$ cat config.mk
export PLATFORM = sky130hd
export DESIGN_NAME = ccsdm_div_cell
export DESIGN_NICKNAME = d
export VERILOG_FILES = /design/src/design/ccsdm_pkg.sv /design/src/design/ccsdm_div_cell.sv
export SDC_FILE = /design/constraint.sdc
export NUM_CORES = 1
export LEC_CHECK = 0
export BUFFER_PORTS_ARGS = -buffer_cell sky130_fd_sc_hd__buf_4
export CORE_ASPECT_RATIO = 0.9
export CORE_MARGIN = 4
export CORE_UTILIZATION = 50
export CTS_CLUSTER_SIZE = 28
export DETAILED_ROUTE_END_ITERATION = 12
export GPL_ROUTABILITY_DRIVEN = 0
export GPL_TIMING_DRIVEN = 0
export HOLD_SLACK_MARGIN = 0.02
export PLACE_DENSITY = 0.91
export SLEW_MARGIN = 0
export SYNTH_ARGS = -nofsm -noshare
export SYNTH_HDL_FRONTEND = slang
export SYNTH_SLANG_ARGS = --single-unit
$ cat constraint.sdc
create_clock -name clk -period 0.8 [get_ports clk]
set_input_delay 0.12 -clock clk [delete_from_list [all_inputs] [get_ports clk]]
set_output_delay 0.12 -clock clk [all_outputs]
set_load 0.01 [all_outputs]
$ cat src/design/ccsdm_pkg.sv
// Shared types, constants and angle table for the concentric disk mapping pipeline.
package ccsdm_pkg;

    localparam int FIELD_W = 16;
    localparam int RAD_W   = 17;

    localparam logic [1:0] OCT_EAST  = 2'd0;
    localparam logic [1:0] OCT_NORTH = 2'd1;
    localparam logic [1:0] OCT_WEST  = 2'd2;
    localparam logic [1:0] OCT_SOUTH = 2'd3;

    localparam logic [29:0] PI4_Q30  = 30'd843314857;
    localparam logic [29:0] GAIN_Q30 = 30'd652032874;

    localparam logic [FIELD_W-1:0] DISK_CENTER = 16'd32768;
    localparam logic [FIELD_W-1:0] DISK_MAX    = 16'd65535;

    localparam logic [31:0] ATAN_Q30 [30] = '{
        32'h3243F6A8, 32'h1DAC6705, 32'h0FADBAFC, 32'h07F56EA6, 32'h03FEAB76,
        32'h01FFD55B, 32'h00FFFAAA, 32'h007FFF55, 32'h003FFFEA, 32'h001FFFFD,
        32'h00100000, 32'h00080000, 32'h00040000, 32'h00020000, 32'h00010000,
        32'h00008000, 32'h00004000, 32'h00002000, 32'h00001000, 32'h00000800,
        32'h00000400, 32'h00000200, 32'h00000100, 32'h00000080, 32'h00000040,
        32'h00000020, 32'h00000010, 32'h00000008, 32'h00000004, 32'h00000002
    };

    typedef struct packed {
        logic [FIELD_W-1:0] sample_u;
        logic [FIELD_W-1:0] sample_v;
        logic               end_of_set;
    } sample_t;

    typedef struct packed {
        logic [FIELD_W-1:0] disk_x;
        logic [FIELD_W-1:0] disk_y;
        logic               end_of_set_out;
    } result_t;

    typedef struct packed {
        logic             center;
        logic             eos;
        logic [1:0]       octant;
        logic             neg;
        logic [RAD_W-1:0] radius;
    } div_side_t;

    typedef struct packed {
        logic       center;
        logic       eos;
        logic [1:0] quadrant;
    } cord_tag_t;

    function automatic logic [31:0] atan_q(input int step, input int frac);
        logic [32:0] sum;
        begin
            sum = 33'(ATAN_Q30[step]);
            if (frac >= 30)
            begin
                atan_q = sum[31:0];
            end
            else
            begin
                sum = (sum + (33'd1 << (29 - frac))) >> (30 - frac);
                atan_q = sum[31:0];
            end
        end
    endfunction

endpackage

$ cat src/design/ccsdm_div_cell.sv
// One restoring division cell: resolves one quotient bit per cycle.
module ccsdm_div_cell
    import ccsdm_pkg::*;
#(
    parameter int FRAC_BITS = 16,
    parameter int BIT_POS   = 0
)
(
    input  logic                   clk,
    input  logic                   rst_n,
    input  logic                   up_valid,
    input  logic [FRAC_BITS+18:0]  up_rem,
    input  logic [FRAC_BITS:0]     up_quot,
    input  div_side_t              up_side,
    output logic                   dn_valid,
    output logic [FRAC_BITS+18:0]  dn_rem,
    output logic [FRAC_BITS:0]     dn_quot,
    output div_side_t              dn_side
);
    localparam int QW = FRAC_BITS + 1;
    localparam int RW = FRAC_BITS + 19;

    logic          valid_reg;
    logic [RW-1:0] rem_reg, rem_next;
    logic [QW-1:0] quot_reg, quot_next;
    div_side_t     side_reg;
    logic [RW-1:0] cmp;
    logic          fit;

    always_comb
    begin
        cmp       = RW'(up_side.radius) << BIT_POS;
        fit       = (up_rem >= cmp);
        rem_next  = fit ? (up_rem - cmp) : up_rem;
        quot_next = {up_quot[QW-2:0], fit};
    end

    always_ff @(posedge clk or negedge rst_n)
    begin
        if (!rst_n)
        begin
            valid_reg <= 1'b0;
        end
        else
        begin
            valid_reg <= up_valid;
        end
    end

    always_ff @(posedge clk)
    begin
        rem_reg  <= rem_next;
        quot_reg <= quot_next;
        side_reg <= up_side;
    end

    assign dn_valid = valid_reg;
    assign dn_rem   = rem_reg;
    assign dn_quot  = quot_reg;
    assign dn_side  = side_reg;
endmodule

==> key figures, run 1 <==
Run status
  – Run status: stopped before the end
  – Halt Stage: clock tree synthesis (4_1_cts)
  – Run Error: [ERROR DPL-0038] Utilization greater than 100%, impossible to legalize

Die
  – Chip height: 84.13 um
  – Initial core utilization: 0.5207
  – # IOs: 152
  – Die X: 92.58 um
  – Core Rows: 27

Synth
  – Largest cells by area after synthesis: dfxtp_1, ha_1, xor2_1, nand2_1, xnor2_1
  – Post-synth net total: 432
  – Post-synth EDFFs: 0
  – Primary FF master, synth: dfxtp_1
  – FF+latch count, synth: 75
  – Synth unique cells: 48
  – Cell Area, Synth: 0.003219 sq mm
  – Top-area cell type share of the netlist area: 0.4602
  – Post-synth top cells: dfxtp_1, nand2_1, inv_1
  – Most common cell in the synthesized netlist: dfxtp_1
  – Yosys warns: 0
  – Avg Cell Area, Syn: 9.553 sq um
  – Post-synthesis async set-or-reset flop share: 0.01333
  – Sequential area share after synthesis: 0.4679
  – Largest area contributor in the netlist: dfxtp_1
  – Cell count after synthesis: 337

Clock tree
  – Post-CTS setup buffers: 24
  – Total CTS buffers: 9
  – CTS sink count: 75
  – Cts hold-fix bufs: 70
  – Post-CTS sizing: 164
  – H-tree levels: 3
  – Clock tree buffer depth: 2
  – Clock Root Buffer: clkbuf_8

Placed design
  – Buffers on Ports: 148
  – Placed wire-length estimate: 7.856 mm
  – Post-placement cell area: 0.004710 sq mm
==> kinds of logic after synthesis <==
logic type,share of synthesized area
xor+xnor,0.08434
flops,0.4679
mux,0.006995
buf+inv,0.04625
fa+ha+maj,0.07229
compound gates,0.1318
simple gates,0.1904
==> stage by stage <==
stage | setup WS, ns | cells | setup TNS, ns
after detailed placement | -1.738 | 572 | -59.57
after floorplan | -1.306 | 337 | -44.24
after global placement | -1.754 | 572 | -59.81
==> run 2, diff against run 1 <==
--- a/config.mk
+++ b/config.mk
@@ -6,15 +6,12 @@
 export NUM_CORES = 1
 export LEC_CHECK = 0
 export BUFFER_PORTS_ARGS = -buffer_cell sky130_fd_sc_hd__buf_4
-export CORE_ASPECT_RATIO = 0.9
 export CORE_MARGIN = 4
-export CORE_UTILIZATION = 50
-export CTS_CLUSTER_SIZE = 28
+export CORE_UTILIZATION = 40
 export DETAILED_ROUTE_END_ITERATION = 12
 export GPL_ROUTABILITY_DRIVEN = 0
 export GPL_TIMING_DRIVEN = 0
-export HOLD_SLACK_MARGIN = 0.02
-export PLACE_DENSITY = 0.91
+export PLACE_DENSITY_LB_ADDON = 0.15
 export SLEW_MARGIN = 0
 export SYNTH_ARGS = -nofsm -noshare
 export SYNTH_HDL_FRONTEND = slang
==> key figures, run 2 <==
Route
  – WL final: 15.89 mm
  – Antenna viol nets, final: 0
  – # DRC: 0
  – 1st-pass router iterations: 5
  – Drt initial violations: 264
  – Vias: 3,933
  – Wire per inst: 22.63 um
  – Via density: 5.603

Clock tree
  – Clk pin slew, worst setup/hold paths: 0.09 ns
  – CTS tree: done
  – Clock Root Buffer: clkbuf_8
  – CTS sink count: 75
  – Total CTS buffers: 9
  – H-tree levels: 3
  – Clock tree buffer depth: 2

Min path
  – Hold Crit Depth: 3
  – Worst hold path endpoint: dn_rem[10]
  – Hold wc startpoint: up_rem[10]
  – Hold/Removal Path Class: input pin to flop

Placed design
  – DP Cell Count: 587
  – Place WS: -1.738 ns
  – Placed wire-length estimate: 7.208 mm
  – Buffers on Ports: 148

Synth
  – Post-synthesis async set-or-reset flop share: 0.01333
  – Sequential area share after synthesis: 0.4679
  – Largest cells by area after synthesis: dfxtp_1, ha_1, xor2_1, nand2_1, xnor2_1
  – Synth unique cells: 48
  – Most common cell in the synthesized netlist: dfxtp_1
  – Post-synth top cells: dfxtp_1, nand2_1, inv_1
  – Top-area cell type share of the netlist area: 0.4602
  – Cell Area, Synth: 0.003219 sq mm
  – Primary FF master, synth: dfxtp_1
  – Post-synth net total: 432
  – Cell count after synthesis: 337
  – Yosys warns: 0
  – Post-synth EDFFs: 0
  – FF+latch count, synth: 75
  – Largest area contributor in the netlist: dfxtp_1
  – Avg Cell Area, Syn: 9.553 sq um

Finish
  – Nets@finish: 691
  – Share of cells above drive strength 1: 0.6017
  – Most frequent cells in the layout: buf_4, buf_6, dfxtp_2
  – # fillers: 334
  – Leading cell type in the layout, fill and taps excluded: buf_4
  – Non-Filler Instances: 702
  – Register area: 0.001593 sq mm
  – Multi-input logic area: 0.002208 sq mm
  – Synth-to-layout area growth: 110.7%
  – Largest register FFs: 35
  – Layout Utilization: 0.8734
  – Ant. Diodes: 0

Power and ir drop
  – P_sw: 3217 uW
  – Maximum vdd drop: 0.0008989 V
  – Combinational power share: 0.310
  – P_leak: 0.002852 uW
  – Clock share of power: 0.295
  – Sw Ratio: 0.2923
  – Power per cell area: 1623 mW/mm^2
  – Pint: 7791 uW
  – Reg power frac: 0.395

Run status
  – Run status: complete, but fails checks
  – Failing checks: setup timing

Worst setup path
  – CP Launch Type: input pin
  – Kind of end point of the critical path: flop
  – Worst EP arrival: 2.59 ns
  – Data required, critical path: 1.06 ns
  – Critical path class: input pin to flop
  – Crit-path max FO: 7

Job
  – Maxcap violations: 0

STA
  – Final worst slack: -1.531 ns
  – Least-Margin Pin Slew: 0.9457 ns
  – Worst hold margin: 0.002610 ns
  – Setup-failing EPs final: 111
  – FMAX: 428.9 MHz
  – Final Hold Viols: 0
  – Tmin final: 2.331 ns
  – Fin crit share: 2.914
  – Rel. slew slack: 0.3629
  – Final Max Tran Viols: 0
  – RSZ-0062 raised after global routing: yes

Global route
  – Vias in the first global route: 3,798
  – Gr usage total: 0.2569
  – Antenna violations before repair: 0
  – Global route overflow: 0
  – Pin count of the biggest net entering global routing: 14
  – First-pass GRT wire length: 19.83 mm

Die
  – Chip height: 97.71 um
  – Die X: 97.71 um
  – Initial core utilization: 0.4145
  – Core area: 0.007767 sq mm
  – Core Rows: 32
  – # IOs: 152
  – Overall die area: 0.009547 sq mm
[run 2: final cells by class]
| cell class | instances | area share |
|---|---|---|
| repair buffers | 253 | 0.3611 |
| multi-input cells | 228 | 0.3255 |
| flip-flops and latches | 75 | 0.2348 |
| clock buffers | 11 | 0.01937 |
| well taps | 102 | 0.01881 |
| inverters | 22 | 0.01512 |
| plain buffers | 7 | 0.01383 |
| clock inverters | 4 | 0.01143 |
[run 2: cell families (layout without fill, tap and decap cells)]
family,Yosys count,count (layout),share of synthesized area
compound gates,68,68,0.1318
simple gates,109,109,0.1904
mux,2,2,0.006995
buf+inv,34,297,0.04625
xor+xnor,31,31,0.08434
flops,75,75,0.4679
fa+ha+maj,18,18,0.07229
[run 2: worst max-delay path, cell delays in order]
cell and delay [ns]:
buf_4 0.09, inv_1 0.04, ha_1 0.41, nand4_1 0.27, nor4_4 0.35, nor4b_4 0.34, buf_4 0.17, nor2_2 0.05
nor4_4 0.38, nand2_1 0.14, xnor2_1 0.23
[run 2: stage by stage]
stage	power, uW	area [sq um]	TNS, ns
after global routing	11400	6784	-60.23
after global placement	6469	4728	-59.18
final	11010	6784	-56.51
after CTS	10430	6377	-46.68
after detailed placement	6499	4728	-59.25
after floorplan	5398	3490	-44.24
[run 2: repair_timing]
item,CTS,global route
resized for setup,169,83
pin swaps,28,25
endpoints found under the setup margin,111,111
gates cloned,2,1
endpoints found under the hold margin,65,0
hold buffers,65,0
buffers inserted,23,14
[run 2: power groups by stage]
stage | Combinational, uW | Clock (uW) | Sequential, uW
floorplan | 939 | 0 | 4460
global placement | 2210 | 0 | 4260
detailed placement | 2230 | 0 | 4270
CTS | 2930 | 3210 | 4290
global route | 3590 | 3440 | 4380
finish | 3410 | 3250 | 4350
[run 2: how the worst max path moves through the flow]
stage	start	end	slack [ns]	depth (start not counted)
floorplan	up_side[16]	dn_rem[25]	-1.31	10
global placement	up_side[16]	dn_rem[27]	-1.76	10
detailed placement	up_side[16]	dn_rem[27]	-1.74	10
CTS	up_side[16]	dn_rem[20]	-1.19	11
global route	up_side[11]	dn_rem[27]	-1.57	11
finish	up_side[11]	dn_rem[27]	-1.53	11
[run 2: metal layers]
metal | GRT usage | vias to the layer above | share of wire
met5 | 0 | - | 0
met4 | 0.09478 | 0 | 0.045
met3 | 0.05743 | 67 | 0.081
met2 | 0.4470 | 305 | 0.50
met1 | 0.3099 | 1868 | 0.37
li1 | - | 1693 | -
Power figures use the tool's default switching activity.
